[src/hw/rtl/xrr_pkg.sv]
// Shared constants and control types for the xorshift range generator.
package xrr_pkg;

    typedef logic [31:0] t_word;

    localparam t_word MULT_CONST = 32'hDEADBF03;
    localparam int unsigned SHIFT_A = 13;
    localparam int unsigned SHIFT_B = 21;
    localparam int unsigned SHIFT_C = 11;

    localparam logic OP_RANGE = 1'b0;
    localparam logic OP_BIT   = 1'b1;

    localparam int unsigned DIV_STEPS = 32;
    localparam int unsigned CNT_W     = $clog2(DIV_STEPS);

    typedef struct packed {
        logic load;      // request beat taken, advance state
        logic cfg_load;  // seed beat taken
        logic mul;       // scramble multiply, clear remainder
        logic div_step;  // one restoring division step
        logic out_load;  // capture result into output register
    } t_dp_cmd;

    typedef struct packed {
        logic bit_req;
        logic full_span;
    } t_dp_sts;

endpackage

[src/hw/rtl/xrr_req_if.sv]
// Request channel: opcode and range bounds.
interface xrr_req_if import xrr_pkg::*; ();
    logic  valid;
    logic  ready;
    logic  opcode;
    t_word low_bound;
    t_word high_bound;

    modport source (output valid, output opcode, output low_bound, output high_bound,
                    input ready);
    modport sink   (input valid, input opcode, input low_bound, input high_bound,
                    output ready);
endinterface

[src/hw/rtl/xrr_rsp_if.sv]
// Response channel: one result value per request.
interface xrr_rsp_if import xrr_pkg::*; ();
    logic  valid;
    logic  ready;
    t_word value;

    modport source (output valid, output value, input ready);
    modport sink   (input valid, input value, output ready);
endinterface

[src/hw/rtl/xrr_cfg_if.sv]
// Seed write channel.
interface xrr_cfg_if import xrr_pkg::*; ();
    logic  valid;
    logic  ready;
    t_word seed;

    modport source (output valid, output seed, input ready);
    modport sink   (input valid, input seed, output ready);
endinterface

[src/hw/rtl/xorshift_range_random.sv]
// Range request: from request beat to result valid, a multiply, 32 modulo steps and the output load.
// Bit request or full span (high - low = all ones): the modulo steps are skipped.
// One request at a time: the next is taken after the output load, which waits while a result is untaken.
// The bit-serial modulo unit works one remainder bit per cycle.
// Synchronous active-low reset: generator state becomes 1, no result pending.
module xorshift_range_random import xrr_pkg::*; (
    input  logic         i_clk,
    input  logic         i_rst_n,
    xrr_req_if.sink      i_req,
    xrr_rsp_if.source    o_rsp,
    xrr_cfg_if.sink      i_cfg
);

    t_dp_cmd cmd;
    t_dp_sts sts;

    xrr_ctrl u_ctrl (
        .i_clk       (i_clk),
        .i_rst_n     (i_rst_n),
        .i_req_valid (i_req.valid),
        .o_req_ready (i_req.ready),
        .i_cfg_valid (i_cfg.valid),
        .o_cfg_ready (i_cfg.ready),
        .o_rsp_valid (o_rsp.valid),
        .i_rsp_ready (o_rsp.ready),
        .i_sts       (sts),
        .o_cmd       (cmd)
    );

    xrr_datapath u_dp (
        .i_clk        (i_clk),
        .i_rst_n      (i_rst_n),
        .i_cmd        (cmd),
        .o_sts        (sts),
        .i_opcode     (i_req.opcode),
        .i_low_bound  (i_req.low_bound),
        .i_high_bound (i_req.high_bound),
        .i_seed       (i_cfg.seed),
        .o_value      (o_rsp.value)
    );

endmodule

[src/hw/rtl/xrr_datapath.sv]
// Datapath: xorshift state, scramble multiply, bit-serial modulo, output register.
module xrr_datapath import xrr_pkg::*; (
    input  logic    i_clk,
    input  logic    i_rst_n,
    input  t_dp_cmd i_cmd,
    output t_dp_sts o_sts,
    input  logic    i_opcode,
    input  t_word   i_low_bound,
    input  t_word   i_high_bound,
    input  t_word   i_seed,
    output t_word   o_value
);

    t_word r_state;
    t_word r_x;
    t_word r_lo;
    t_word r_div;
    logic  r_opcode;
    t_word r_prod;
    t_word r_rem;
    t_word r_out;

    t_word       sh_a;
    t_word       sh_b;
    t_word       n_state;
    t_word       n_prod;
    logic [32:0] trial;
    logic [32:0] trial_diff;
    t_word       n_rem;
    t_word       result;

    // xorshift advance
    always_comb begin
        sh_a    = r_state ^ (r_state >> SHIFT_A);
        sh_b    = sh_a ^ (sh_a << SHIFT_B);
        n_state = sh_b ^ (sh_b >> SHIFT_C);
    end

    assign n_prod = r_x * MULT_CONST;

    // restoring step: shift next dividend bit into remainder, subtract if it fits
    always_comb begin
        trial      = {r_rem, r_prod[31]};
        trial_diff = trial - {1'b0, r_div};
        n_rem      = trial_diff[32] ? trial[31:0] : trial_diff[31:0];
    end

    always_comb begin
        if (r_opcode == OP_BIT) begin
            result = {31'b0, r_x[0]};
        end else if (r_div == '0) begin
            result = r_prod + r_lo;
        end else begin
            result = r_rem + r_lo;
        end
    end

    always_ff @(posedge i_clk) begin
        if (!i_rst_n) begin
            r_state <= 32'd1;
        end else if (i_cmd.cfg_load) begin
            r_state <= (i_seed == '0) ? 32'd1 : i_seed;
        end else if (i_cmd.load) begin
            r_state <= n_state;
        end
    end

    always_ff @(posedge i_clk) begin
        if (i_cmd.load) begin
            r_x      <= n_state;
            r_lo     <= i_low_bound;
            r_div    <= i_high_bound - i_low_bound + 32'd1;  // zero means full span
            r_opcode <= i_opcode;
        end
        if (i_cmd.mul) begin
            r_prod <= n_prod;
            r_rem  <= '0;
        end else if (i_cmd.div_step) begin
            r_prod <= {r_prod[30:0], 1'b0};
            r_rem  <= n_rem;
        end
        if (i_cmd.out_load) begin
            r_out <= result;
        end
    end

    assign o_sts.bit_req   = (r_opcode == OP_BIT);
    assign o_sts.full_span = (r_div == '0);
    assign o_value         = r_out;

endmodule

[src/hw/rtl/xrr_ctrl.sv]
// Controller: sequences accept, multiply, division steps and result hand-off.
module xrr_ctrl import xrr_pkg::*; (
    input  logic    i_clk,
    input  logic    i_rst_n,
    input  logic    i_req_valid,
    output logic    o_req_ready,
    input  logic    i_cfg_valid,
    output logic    o_cfg_ready,
    output logic    o_rsp_valid,
    input  logic    i_rsp_ready,
    input  t_dp_sts i_sts,
    output t_dp_cmd o_cmd
);

    localparam logic [1:0] ST_IDLE = 2'd0;
    localparam logic [1:0] ST_MUL  = 2'd1;
    localparam logic [1:0] ST_DIV  = 2'd2;
    localparam logic [1:0] ST_DONE = 2'd3;

    logic [1:0]       r_st;
    logic [1:0]       n_st;
    logic [CNT_W-1:0] r_cnt;
    logic [CNT_W-1:0] n_cnt;
    logic             r_out_valid;
    logic             n_out_valid;
    logic             out_free;

    // a pending seed beat goes first
    assign o_req_ready = (r_st == ST_IDLE) && !i_cfg_valid;
    assign o_cfg_ready = (r_st == ST_IDLE);
    assign out_free    = !r_out_valid || i_rsp_ready;

    always_comb begin
        n_st           = r_st;
        n_cnt          = r_cnt;
        o_cmd          = '0;
        o_cmd.load     = i_req_valid && o_req_ready;
        o_cmd.cfg_load = i_cfg_valid && o_cfg_ready;
        unique case (r_st)
            ST_IDLE: begin
                if (o_cmd.load) begin
                    n_st = ST_MUL;
                end
            end
            ST_MUL: begin
                o_cmd.mul = 1'b1;
                n_cnt     = '0;
                n_st      = (i_sts.bit_req || i_sts.full_span) ? ST_DONE : ST_DIV;
            end
            ST_DIV: begin
                o_cmd.div_step = 1'b1;
                n_cnt          = r_cnt + 1'b1;
                if (r_cnt == CNT_W'(DIV_STEPS - 1)) begin
                    n_st = ST_DONE;
                end
            end
            ST_DONE: begin
                if (out_free) begin
                    o_cmd.out_load = 1'b1;
                    n_st           = ST_IDLE;
                end
            end
            default: n_st = ST_IDLE;
        endcase
    end

    always_comb begin
        n_out_valid = r_out_valid;
        if (o_cmd.out_load) begin
            n_out_valid = 1'b1;
        end else if (i_rsp_ready) begin
            n_out_valid = 1'b0;
        end
    end

    always_ff @(posedge i_clk) begin
        if (!i_rst_n) begin
            r_st        <= ST_IDLE;
            r_cnt       <= '0;
            r_out_valid <= 1'b0;
        end else begin
            r_st        <= n_st;
            r_cnt       <= n_cnt;
            r_out_valid <= n_out_valid;
        end
    end

    assign o_rsp_valid = r_out_valid;

    a_accept_to_mul: assert property (@(posedge i_clk) disable iff (!i_rst_n)
        (i_req_valid && o_req_ready) |=> (r_st == ST_MUL))
        else $error("request beat did not start the multiply");

    a_div_ends: assert property (@(posedge i_clk) disable iff (!i_rst_n)
        (r_st == ST_DIV && r_cnt == CNT_W'(DIV_STEPS - 1)) |=> (r_st == ST_DONE))
        else $error("division did not finish after last step");

    a_done_waits: assert property (@(posedge i_clk) disable iff (!i_rst_n)
        (r_st == ST_DONE && r_out_valid && !i_rsp_ready) |=> (r_st == ST_DONE))
        else $error("result overwrote an untaken output beat");

    a_load_sets_valid: assert property (@(posedge i_clk) disable iff (!i_rst_n)
        o_cmd.out_load |=> r_out_valid)
        else $error("output register loaded without valid");

    a_cfg_only_idle: assert property (@(posedge i_clk) disable iff (!i_rst_n)
        o_cmd.cfg_load |-> (r_st == ST_IDLE && !o_cmd.mul && !o_cmd.div_step))
        else $error("seed write during a request");

endmodule

[src/flat_wrapper.sv]
// flat-port wrapper written by rule: the top's interface ports become plain ports
module xorshift_range_random_flat import xrr_pkg::*;
  (i_clk, i_rst_n, i_req_valid, i_req_opcode, i_req_low_bound, i_req_high_bound, i_req_ready, o_rsp_valid, o_rsp_value, o_rsp_ready, i_cfg_valid, i_cfg_seed, i_cfg_ready);
  xrr_req_if i_req_i ();
  xrr_rsp_if o_rsp_i ();
  xrr_cfg_if i_cfg_i ();
  input  logic i_clk;
  input  logic i_rst_n;
  input wire logic [$bits(i_req_i.valid)-1:0] i_req_valid;
  input wire logic [$bits(i_req_i.opcode)-1:0] i_req_opcode;
  input wire logic [$bits(i_req_i.low_bound)-1:0] i_req_low_bound;
  input wire logic [$bits(i_req_i.high_bound)-1:0] i_req_high_bound;
  output wire logic [$bits(i_req_i.ready)-1:0] i_req_ready;
  output wire logic [$bits(o_rsp_i.valid)-1:0] o_rsp_valid;
  output wire logic [$bits(o_rsp_i.value)-1:0] o_rsp_value;
  input wire logic [$bits(o_rsp_i.ready)-1:0] o_rsp_ready;
  input wire logic [$bits(i_cfg_i.valid)-1:0] i_cfg_valid;
  input wire logic [$bits(i_cfg_i.seed)-1:0] i_cfg_seed;
  output wire logic [$bits(i_cfg_i.ready)-1:0] i_cfg_ready;
  assign i_req_i.valid = i_req_valid;
  assign i_req_i.opcode = i_req_opcode;
  assign i_req_i.low_bound = i_req_low_bound;
  assign i_req_i.high_bound = i_req_high_bound;
  assign i_req_ready = i_req_i.ready;
  assign o_rsp_valid = o_rsp_i.valid;
  assign o_rsp_value = o_rsp_i.value;
  assign o_rsp_i.ready = o_rsp_ready;
  assign i_cfg_i.valid = i_cfg_valid;
  assign i_cfg_i.seed = i_cfg_seed;
  assign i_cfg_ready = i_cfg_i.ready;
  xorshift_range_random u_core (.i_clk(i_clk), .i_rst_n(i_rst_n), .i_req(i_req_i), .o_rsp(o_rsp_i), .i_cfg(i_cfg_i));
endmodule
[config.mk]
export PLATFORM = sky130hd
export DESIGN_NAME = xorshift_range_random_flat
export DESIGN_NICKNAME = d
export VERILOG_FILES = /design/src/hw/rtl/xrr_pkg.sv /design/src/hw/rtl/xrr_req_if.sv /design/src/hw/rtl/xrr_rsp_if.sv /design/src/hw/rtl/xrr_cfg_if.sv /design/src/hw/rtl/xorshift_range_random.sv /design/src/hw/rtl/xrr_datapath.sv /design/src/hw/rtl/xrr_ctrl.sv /design/src/flat_wrapper.sv
export SDC_FILE = /design/constraint.sdc
export NUM_CORES = 1
export LEC_CHECK = 0
export BUFFER_PORTS_ARGS = -buffer_cell sky130_fd_sc_hd__clkbuf_2
export CAP_MARGIN = 30
export CORE_ASPECT_RATIO = 0.8
export CORE_MARGIN = 5
export CORE_UTILIZATION = 35
export DETAILED_ROUTE_END_ITERATION = 8
export SLEW_MARGIN = 0
export SYNTH_ARGS = -nofsm -noshare
export SYNTH_HDL_FRONTEND = slang
export SYNTH_SLANG_ARGS = --single-unit
export TNS_END_PERCENT = 50
[constraint.sdc]
create_clock -name i_clk -period 17.98 [get_ports i_clk]
set_clock_uncertainty 0.15 [all_clocks]
set_input_delay 3.596 -clock i_clk [delete_from_list [all_inputs] [get_ports i_clk]]
set_output_delay 3.596 -clock i_clk [all_outputs]
set_load 0.01 [all_outputs]
== Word level (Yosys, flattened, before mapping) ==
Cells that the tools add are included.

* Input bits: 102
* Logic and storage cells: 64
* Bits in registers: 233

* Eq/ne operators: 7
* Bitwise operators: 3
* Multipliers: 1
* Reduce and logical (&&, ||, !) cells: 15
* Mux-type cells: 20
* Add/sub/neg operators: 6

{| class="wikitable"
|+ Operator list
! kind !! number
|-
| 32-bit two-way mux || 7
|-
| 32-bit adder || 2
|-
| 32-bit logical NOT || 2
|-
| 33-bit by 32-bit subtractor with 33-bit output || 1
|-
| 32-bit by 1-bit adder with 32-bit output (second input constant) || 1
|-
| 32-bit by 31-bit multiplier with 32-bit output (second input constant) || 1
|-
| 32-bit subtractor || 1
|-
| 32-bit by 19-bit XOR with 32-bit output || 1
|-
| 32-bit by 21-bit XOR with 32-bit output || 1
|-
| 32-bit XOR || 1
|-
| 5-bit case mux with 2 select lines || 1
|-
| 1-bit two-way mux || 8
|-
| 2-bit case mux with 4 select lines || 1
|-
| 2-bit nonzero test || 4
|-
| 2-bit two-way mux || 3
|-
| 5-bit by 1-bit adder with 5-bit output (second input constant) || 1
|-
| 5-bit == test (second input constant) || 1
|-
| 2-bit == test (second input constant) || 2
|-
| 2-bit != test (second input constant) || 2
|-
| 1-bit logical AND || 3
|-
| 3-bit AND reduction || 1
|-
| 2-bit by 1-bit == test with 1-bit output (second input constant) || 1
|-
| 1-bit logical NOT || 2
|-
| 2-bit logical NOT || 1
|-
| other kinds (2) || 3
|}

== Depth between registers and ports, before layout ==
Gate-level depths: netlist (run 1).

* Depth in word-level cells: 5
* Gate-level depth with buffers: 28
* Mapped depth without buffers: 27

== Modules after synthesis ==
Synthesis (run 1) repeated with hierarchy kept, for this count alone.

* Cell total of the unflattened synthesis: 2,402
* Area, all modules: 23,725.3 µm²

{| class="wikitable"
|+ Modules (own cells, without submodules)
! module !! cells each !! area an instance (µm²) !! times used !! sequential area each (µm²)
|-
| xrr_datapath || 2,344 || 23,222.3 || 1 || 6,115.9
|-
| xrr_ctrl || 58 || 503.0 || 1 || 160.2
|}

== Least setup slack after synthesis (run 1) ==
No wires, ideal clock.

* Path kind: input to register
* Start: in i_cfg_valid
* End: reg u_core.u_dp.r_div[0] (enable)
* Cell stages on the path: 4
* Arrival time: 6.922 ns
* Setup slack: 10.408 ns
* Setup time: 0.499 ns
* Path through: nor2_1 -> nand2_1 -> inv_1 -> clkbuf_1

{| class="wikitable"
|+ RTL lines
! element !! RTL line !! text
|-
| from (decl) || flat_wrapper.sv:17 || <nowiki>input wire logic [$bits(i_cfg_i.valid)-1:0] i_cfg_valid;</nowiki>
|-
| to (signal assigned) || xrr_datapath.sv:72 || <nowiki>r_div <= i_high_bound - i_low_bound + 32'd1;</nowiki>
|-
| to (decl) || xrr_datapath.sv:17 || <nowiki>t_word r_div;</nowiki>
|}

== Final worst setup path (run 1) ==
* Start: in i_cfg_valid
* End: out i_req_ready

* Longest elaborated chain between the ends: 2

{| class="wikitable"
|+ RTL lines
! element !! RTL line !! text
|-
| 1-bit logical NOT || xrr_ctrl.sv:29 || <nowiki>assign o_req_ready = (r_st == ST_IDLE) && !i_cfg_valid;</nowiki>
|-
| 1-bit logical AND || xrr_ctrl.sv:29 ||
|-
| to (decl) || flat_wrapper.sv:13 || <nowiki>output wire logic [$bits(i_req_i.ready)-1:0] i_req_ready;</nowiki>
|}

No other way between the ends.

==> results of run 1 <==
==> final cells by class <==
class | instances | share of cell area [%]
sequential | 233 | 24.2
clock buffer | 35 | 2.88
timing repair buffer | 149 | 3.13
inverter | 452 | 6.56
clock inverter | 17 | 0.560
multi-input combinational | 1603 | 58.5
tap | 860 | 4.15
==> synthesized netlist by cell type (all sizes together), types with 9 or more instances <==
cell type,number
o31ai,11
xnor2,128
a21o,56
nand4,10
nand2,80
a31oi,10
nor2,148
mux2i,23
nand2b,27
nor2b,16
inv,451
nor3,19
fa,192
a21oi,117
o211ai,11
mux2,54
o21bai,9
a311oi,16
and3,12
ha,325
o221ai,21
nor4,20
or3,10
dfxtp,72
clkbuf,42
nand3,27
a211oi,36
xor2,58
o21ai,68
edfxtp,161
o21a,22
==> per-layer routing <==
metal	track usage, %	wire [um]	vias up
met1	23.8	28700	8203
met3	3.06	3720	69
met5	0	7	-
met2	25.9	26100	427
met4	3.20	1160	2
li1	-	-	8210
==> cell families after synthesis <==
kind of cell    after synthesis  synth area share (%)
compound gates              425                  12.2
xor+xnor                    186                  7.03
fa+ha+maj                   517                  34.0
buf+inv                     499                  8.09
flops                       233                  26.9
mux                          77                  3.60
simple gates                398                  8.14
==> state kept, by name, summed over array words and instances (netlist names) <==
signal / count
u_core.u_dp.o_value: 32
u_core.u_dp.r_div: 32
u_core.u_dp.r_lo: 32
u_core.u_dp.r_prod: 32
u_core.u_dp.r_rem: 32
u_core.u_dp.r_state: 32
u_core.u_dp.r_x: 32
u_core.u_ctrl.r_cnt: 5
u_core.u_ctrl.r_st: 2
u_core.u_ctrl.o_rsp_valid: 1
u_core.u_dp.r_opcode: 1
==> worst min path at each step <==
stage	from	end	slack, ps	cells after the start
floorplan	u_core.u_ctrl.r_cnt[4]	u_core.u_ctrl.r_cnt[4]	300	2
global placement	u_core.u_ctrl.r_cnt[4]	u_core.u_ctrl.r_cnt[4]	310	2
detailed placement	u_core.u_ctrl.r_cnt[4]	u_core.u_ctrl.r_cnt[4]	320	2
CTS	u_core.u_ctrl.r_cnt[4]	u_core.u_ctrl.r_cnt[4]	330	2
global route	u_core.u_ctrl.r_cnt[4]	u_core.u_ctrl.r_cnt[4]	370	2
finish	u_core.u_ctrl.r_cnt[4]	u_core.u_ctrl.r_cnt[4]	330	2
==> tightest hold or removal path, stage by stage, from the launching register on <==
cell and delay [ps]:
dfxtp_1 310, nand2b_1 70, a21oi_1 50
==> metrics by stage <==
stage          utilization, %  instance area [um2]
2_1_floorplan               -                23300
3_3_place_gp             38.0                25000
3_5_place_dp             38.0                25000
4_1_cts                  39.3                25900
5_1_grt                  39.4                25900
6_report                 39.4                25900
==> out/qor.csv, run 1 <==
stage,metric,value,unit
run_status,outcome,finished clean,
logic_synthesis,share of the synthesized area in the top cell type,20.8,%
worst_setup_path,slowest CP cell,clkbuf_2,
final_layout,# fillers,6511,
global_route,first-pass GRT wire length,94700,um
placed_design,GPL Wtd Cong,0.914,
worst_setup_path,Worst path depth,3,
placed_design,placed instance count,3296,
final_layout,most frequent cells in the layout,"inv_1 (450), ha_1 (323), fa_1 (192)",
drt,drt initial violations,1101,
die,Initial Util,35.4,%
worst_setup_path,CP arrival,3970,ps
global_route,initial antenna violation count,3,
timing,crit share post-route,42.9,%
placed_design,Port Buf Inserts,136,
worst_setup_path,cells along the critical path,clkbuf_2 -> nor2_1 -> clkbuf_2,
logic_synthesis,top post-synthesis cells by area,"edfxtp_1 (21%), ha_1 (17%), fa_1 (17%)",
clock_network,H-tree depth,1,
timing,Slew HR,46.9,%
clock_network,# clock sinks,233,
final_layout,Reg area,0.00628,mm2
worst_setup_path,Setup CP Type,in2out,
clock_network,Clock transition at path regs,60,ps
global_route,GRT overflow,0,
final_layout,fraction of layout instances using a drive strength above 1,10.8,%
logic_synthesis,Post-Synthesis Cell Area,0.0233,mm2
worst_setup_path,nature of the critical path endpoint,output pin,
worst_setup_path,"reg-to-reg slack, setup",10600,ps
clock_network,Worst-Skew Late Latency,590,ps
clock_network,Max clock buf depth,3,
worst_setup_path,Setup crit end,i_req_ready,
die,die width,298,um
placed_design,dpl ws,10270,ps
logic_synthesis,Post-synth EDFFs,161,
logic_synthesis,Synth cell types,77,
timing,# setup viols final,0,
final_layout,Layout Cells excl Fill,3349,
global_route,largest net degree at the start of global routing,72,
clock_network,CTS root buffer,clkbuf_16,
logic_synthesis,asr flop ratio synth,0,%
worst_setup_path,crit path from,i_cfg_valid,
global_route,GRT Util Overall,16.4,%
timing,Final TNS setup,0,ps
final_layout,"most common cell after layout, fill and taps aside",inv_1,
timing,RSZ-0062 raised after global routing,no,
logic_synthesis,Yosys warnings,0,
logic_synthesis,top_reg_cell synth,edfxtp_1,
drt,Avg WL per Cell,17.8,um
timing,Setup WS post-layout,10260,ps
logic_synthesis,syn_nets,2954,
worst_setup_path,worst reg-to-reg path cell count,24,
drt,post-route ant nets,0,
drt,vias,16900,
timing,Slew @ Worst Pin,790,ps
worst_setup_path,Critical Path Start Type,primary input,
logic_synthesis,"FF+latch count, synth",233,
final_layout,area delta synth->final,11.2,%
timing,max-slew violation count,0,
die,IO Count,137,
final_layout,Final Net Count,3086,
worst_setup_path,CP dominant cell by count,clkbuf_2,
drt,# DRC,0,
clock_network,post-CTS setup buffer count,0,
logic_synthesis,Mapped Cells,2335,
die,die span in y,241,um
drt,drt via density,5.05,
logic_synthesis,"area leader, netlist",edfxtp_1,
die,Core Box Area,0.0658,mm2
flow_run,Max Cap Violations,0,
worst_setup_path,Crit path max-delay family,buffers and inverters,
drt,DR pass1 iterations,5,
worst_setup_path,r2r endpoint,u_core.u_dp.r_prod[29],
clock_network,CTS Hold Bufs,0,
worst_setup_path,biggest cell delay along the critical path,160,ps
timing,Hold Fails Final Rpt,0,
worst_setup_path,CP max FO,2,
worst_setup_path,WP buf/inv,2,
clock_network,# resized after CTS,0,
worst_setup_path,Worst Path Required,14230,ps
timing,FMAX,130,MHz
logic_synthesis,sequential share of the synthesized area,26.9,%
clock_network,Num CTS Buffers,28,
final_layout,Multi-input gate area,0.0152,mm2
clock_network,CTS tree,yes,
die,floorplan row count,84,
hold_path,Tightest Hold Check Type,reg2reg,
worst_setup_path,Reg-to-Reg Start,u_core.u_dp.r_x[5],
drt,Routed WL,59700,um
timing,worst hold slack,329,ps
timing,minimum clock period,7720,ps
final_layout,# diodes,0,
logic_synthesis,synthesized area per cell,9.98,um2
global_route,vias in the first global route,17300,
die,DIE AREA,0.0718,mm2
placed_design,DP Wirelength,49100,um
Power of run 1 is left out: the tool's default activity adds up to more than one toggle a clock period on the data nets, which glitch-free logic cannot reach.
==> run 2, diff against run 1 <==
==> constraint.sdc (replaced) <==
create_clock -name i_clk -period 8 [get_ports i_clk]
set_clock_uncertainty 0.15 [all_clocks]
set_input_delay 1.6 -clock i_clk [delete_from_list [all_inputs] [get_ports i_clk]]
set_output_delay 1.6 -clock i_clk [all_outputs]
set_load 0.01 [all_outputs]
==> out/qor.csv, run 2 (same netlist as run 1, synthesis figures left out) <==
stage,metric,value,unit,change
run_status,outcome,finished clean,,unchanged
worst_setup_path,Worst path depth,24,,was 3
clock_network,H-tree depth,1,,unchanged
die,floorplan row count,84,,unchanged
clock_network,CTS root buffer,clkbuf_16,,unchanged
die,Core Box Area,0.0658,mm2,unchanged
timing,Final TNS setup,0,ps,unchanged
worst_setup_path,worst reg-to-reg path cell count,24,,unchanged
global_route,initial antenna violation count,1,,was 3
die,IO Count,137,,unchanged
global_route,vias in the first global route,17400,,was 17300
drt,Routed WL,61200,um,was 59700 um
timing,Setup WS post-layout,659,ps,was 10260 ps
drt,# DRC,0,,unchanged
timing,Slew HR,44.8,%,was 46.9%
timing,RSZ-0062 raised after global routing,no,,unchanged
clock_network,Clock transition at path regs,60,ps,about the same
placed_design,GPL Wtd Cong,0.935,,was 0.914
worst_setup_path,cells along the critical path,inv_1 -> fa_1 -> inv_1 -> ha_1 -> a21o_1 -> ha_1 -> inv_1 -> fa_1 -> inv_1 -> fa_1 -> fa_1 -> fa_1 -> inv_1 -> fa_1 -> inv_1 -> ha_1 -> a221o_1 -> a211o_1 -> and4_1 -> nor2_1 -> a31oi_1 -> a211oi_1 -> mux2i_1 -> nand2_1,,was clkbuf_2 -> nor2_1 -> clkbuf_2
drt,drt via density,5.05,,about the same
clock_network,post-CTS setup buffer count,0,,unchanged
timing,Hold Fails Final Rpt,0,,unchanged
final_layout,Multi-input gate area,0.0152,mm2,unchanged
drt,post-route ant nets,0,,unchanged
global_route,first-pass GRT wire length,96900,um,was 94700 um
worst_setup_path,crit path from,u_core.u_dp.r_x[6],,was i_cfg_valid
hold_path,Tightest Hold Check Type,reg2reg,,unchanged
clock_network,CTS tree,yes,,unchanged
final_layout,Finished Cell Area,0.0259,mm2,about the same
hold_path,hold path cells,2,,unchanged
clock_network,# resized after CTS,0,,unchanged
worst_setup_path,nature of the critical path endpoint,flop,,was output pin
die,die width,298,um,unchanged
placed_design,DP Wirelength,51000,um,was 49100 um
worst_setup_path,CP max FO,6,,was 2
clock_network,# clock sinks,233,,unchanged
worst_setup_path,CP arrival,7510,ps,was 3970 ps
final_layout,fin util,39.4,%,about the same
final_layout,Final Net Count,3087,,was 3086
worst_setup_path,Reg-to-Reg Start,u_core.u_dp.r_x[6],,was u_core.u_dp.r_x[5]
drt,DR pass1 iterations,5,,unchanged
placed_design,Port Buf Inserts,136,,unchanged
worst_setup_path,Setup CP Type,reg2reg,,was in2out
final_layout,"most common cell after layout, fill and taps aside",inv_1,,unchanged
timing,# setup viols final,0,,unchanged
clock_network,CTS Hold Bufs,0,,unchanged
final_layout,most frequent cells in the layout,"inv_1 (450), ha_1 (323), fa_1 (192)",,unchanged
timing,minimum clock period,7340,ps,
clock_network,Num CTS Buffers,28,,unchanged
flow_run,Max Cap Violations,0,,unchanged
drt,Avg WL per Cell,18.3,um,was 17.8 um
worst_setup_path,slowest CP cell,fa_1,,was clkbuf_2
timing,crit share post-route,91.8,%,
timing,Slew @ Worst Pin,828,ps,was 790 ps
clock_network,Max clock buf depth,3,,unchanged
final_layout,Reg area,0.00628,mm2,unchanged
drt,vias,16900,,about the same
global_route,GRT overflow,0,,unchanged
timing,FMAX,136,MHz,
worst_setup_path,Crit path max-delay family,adder cells,,was buffers and inverters
final_layout,fraction of layout instances using a drive strength above 1,10.9,%,was 10.8%
die,die span in y,241,um,unchanged
drt,drt initial violations,1191,,was 1101
global_route,largest net degree at the start of global routing,59,,was 72
hold_path,HP Start,u_core.u_ctrl.r_cnt[4],,unchanged
final_layout,# fillers,6522,,was 6511
worst_setup_path,biggest cell delay along the critical path,540,ps,was 160 ps
placed_design,Placed Area,0.0250,mm2,about the same
die,DIE AREA,0.0718,mm2,unchanged
worst_setup_path,Worst Path Required,8170,ps,was 14230 ps
worst_setup_path,Critical Path Start Type,flop,,was primary input
timing,max-slew violation count,0,,unchanged
placed_design,dpl ws,728,ps,was 10270 ps
global_route,GRT Util Overall,16.8,%,was 16.4%
worst_setup_path,WP buf/inv,6,,was 2
clock_network,Worst-Skew Late Latency,570,ps,was 590 ps
final_layout,area delta synth->final,11.3,%,was 11.2%
final_layout,# diodes,0,,unchanged
die,Initial Util,35.4,%,unchanged
-- run 2: final timing paths --
| kind | to | slack, ps |
|---|---|---|
| setup / recovery | u_core.u_dp.r_prod[31] | 660 |
| hold / removal | u_core.u_ctrl.r_cnt[4] | 330 |
| setup reg to reg | u_core.u_dp.r_prod[31] | 660 |
| hold reg to reg | u_core.u_ctrl.r_cnt[4] | 330 |
-- run 2: tightest hold or removal path, cell delays in order, from the launching register on --
cell and delay (ps):
dfxtp_1 310, nand2b_1 60, a21oi_1 50
-- run 2: per-layer routing --
layer | share of wire [%] | track usage [%] | routed length, um
met5 | 0 | 0 | 0
met2 | 44 | 26.7 | 26800
met4 | 1.6 | 2.97 | 1010
met3 | 5.0 | 2.34 | 3060
met1 | 50 | 25.0 | 30300
-- run 2: cell type report --
class	count	area share, %
well taps	860	4.15
repair buffers	150	3.08
inverters	452	6.55
clock buffers	36	3.10
clock inverters	16	0.468
flip-flops and latches	233	24.2
multi-input cells	1603	58.5
-- run 2: metrics by stage --
stage | instances | hold slack (ps)
after global routing | 3350 | 375
after detailed placement | 3298 | 320
after floorplan | 2335 | 301
after global placement | 3297 | 310
final | 3350 | 327
after CTS | 3350 | 332
Power of run 2 is left out for the same reason.
==> run 3, diff against run 2 <==
==> constraint.sdc (replaced) <==
create_clock -name i_clk -period 6.4 [get_ports i_clk]
set_clock_uncertainty 0.15 [all_clocks]
set_input_delay 1.28 -clock i_clk [delete_from_list [all_inputs] [get_ports i_clk]]
set_output_delay 1.28 -clock i_clk [all_outputs]
set_load 0.01 [all_outputs]
==> out/qor.csv, run 3 (same netlist as run 1, synthesis figures left out) <==
stage,metric,value,unit,change
run_status,outcome,finished with violations,,was finished clean
run_status,failing checks,setup timing,,
drt,drt initial violations,1077,,was 1191
clock_network,Clock transition at path regs,60,ps,about the same
placed_design,GPL Wtd Cong,0.961,,was 0.935
global_route,vias in the first global route,18400,,was 17400
final_layout,most frequent cells in the layout,"inv_1 (429), ha_1 (298), fa_1 (182)",,"was inv_1 (450), ha_1 (323), fa_1 (192)"
timing,Final TNS setup,-1190,ps,was 0 ps
global_route,GRT Util Overall,17.5,%,was 16.8%
worst_setup_path,biggest cell delay along the critical path,570,ps,was 540 ps
timing,Slew @ Worst Pin,819,ps,was 828 ps
drt,drt via density,5.05,,about the same
clock_network,H-tree depth,1,,unchanged
clock_network,Max clock buf depth,3,,unchanged
timing,Setup WS post-layout,-203,ps,was 659 ps
final_layout,# fillers,6360,,was 6522
timing,RSZ-0062 raised after global routing,yes,,was no
die,die width,298,um,unchanged
die,DIE AREA,0.0718,mm2,unchanged
worst_setup_path,WP buf/inv,7,,was 6
worst_setup_path,Worst Path Required,6570,ps,was 8170 ps
final_layout,Final Net Count,3219,,was 3087
final_layout,fraction of layout instances using a drive strength above 1,18.5,%,was 10.9%
final_layout,Finished Cell Area,0.0274,mm2,was 0.0259 mm2
die,Initial Util,35.4,%,unchanged
final_layout,"most common cell after layout, fill and taps aside",inv_1,,unchanged
worst_setup_path,nature of the critical path endpoint,flop,,unchanged
drt,Avg WL per Cell,18.3,um,about the same
drt,Routed WL,63700,um,was 61200 um
global_route,GRT overflow,0,,unchanged
drt,# DRC,0,,unchanged
global_route,initial antenna violation count,2,,was 1
clock_network,CTS tree,yes,,unchanged
placed_design,Port Buf Inserts,136,,unchanged
timing,crit share post-route,103,%,was 91.8%
timing,FMAX,151,MHz,was 136 MHz
die,Core Box Area,0.0658,mm2,unchanged
hold_path,Tightest Hold Check Type,reg2reg,,unchanged
timing,max-slew violation count,0,,unchanged
die,die span in y,241,um,unchanged
die,floorplan row count,84,,unchanged
flow_run,Max Cap Violations,0,,unchanged
clock_network,CTS Hold Bufs,0,,unchanged
clock_network,# clock sinks,233,,unchanged
drt,DR pass1 iterations,5,,unchanged
final_layout,# diodes,0,,unchanged
global_route,first-pass GRT wire length,101000,um,was 96900 um
timing,Slew HR,45.0,%,was 44.8%
clock_network,Worst-Skew Late Latency,590,ps,was 570 ps
worst_setup_path,CP arrival,6780,ps,was 7510 ps
worst_setup_path,CP max FO,3,,was 6
global_route,largest net degree at the start of global routing,66,,was 59
worst_setup_path,Setup CP Type,reg2reg,,unchanged
timing,worst hold slack,327,ps,about the same
timing,# setup viols final,9,,was 0
placed_design,DP Wirelength,52300,um,was 51000 um
drt,post-route ant nets,0,,unchanged
worst_setup_path,Crit path max-delay family,adder cells,,unchanged
worst_setup_path,slowest CP cell,fa_1,,unchanged
clock_network,Num CTS Buffers,29,,was 28
drt,vias,17600,,was 16900
clock_network,CTS root buffer,clkbuf_16,,unchanged
placed_design,Placed Area,0.0260,mm2,was 0.0250 mm2
worst_setup_path,CP dominant cell by count,fa_1,,
worst_setup_path,Critical Path Start Type,flop,,unchanged
final_layout,fin util,41.6,%,was 39.4%
final_layout,area delta synth->final,17.6,%,was 11.3%
die,IO Count,137,,unchanged
timing,Hold Fails Final Rpt,0,,unchanged
timing,minimum clock period,6600,ps,was 7340 ps
[run 3: changes by cell type in the layout (fill, tap and decap cells not counted), moves of 10 or more]
cell,previous run,this run
fa_1,192,182
ha_4,0,18
fa_2,0,10
inv_1,450,429
inv_2,0,21
ha_1,323,298
buf_4,13,136
[run 3: tightest hold or removal path, stage by stage, from the launching register on]
cell and delay [ps]:
dfxtp_1 310, nand2b_1 60, a21oi_1 50
[run 3: layout make-up]
type                            count  area, um2  area share [%]
Inverter                          452       1700            6.20
Multi-Input combinational cell   1603      15600            56.8
Clock inverter                     12        114           0.416
Clock buffer                       42        851            3.11
Tap cell                          860       1080            3.93
Timing Repair Buffer              281       1820            6.65
Sequential cell                   233       6280            22.9
[run 3: path summary, 6_finish.rpt]
path	start	endpoint	slack [ps]	depth (start not counted)
worst min-delay path	u_core.u_ctrl.r_cnt[4]	u_core.u_ctrl.r_cnt[4]	330	2
worst max register to register	u_core.u_dp.r_x[5]	u_core.u_dp.r_prod[23]	-200	26
worst min register to register	u_core.u_ctrl.r_cnt[4]	u_core.u_ctrl.r_cnt[4]	330	2
worst max-delay path	u_core.u_dp.r_x[5]	u_core.u_dp.r_prod[23]	-200	26
[run 3: timing repair]
action | 4_1_cts | 5_1_grt
setup endpoints to repair | 12 | 13
gates resized for setup | 53 | 28
gates cloned | 0 | 0
buffers inserted | 12 | 2
pin swaps | 41 | 39
[run 3: routing by layer]
layer	global-route usage, %	vias to the layer above	wire (um)
met1	25.1	8601	30400
met3	3.51	63	4000
li1	-	8478	-
met5	0	-	0
met2	28.2	456	28300
met4	3.05	0	1030
[run 3: through the flow]
stage,cells,setup WS (ps)
after CTS,3481,-212
after detailed placement,3415,-296
after global placement,3414,-193
after floorplan,2335,4.21
final,3483,-203
after global routing,3483,-454
Power of run 3 is left out for the same reason.
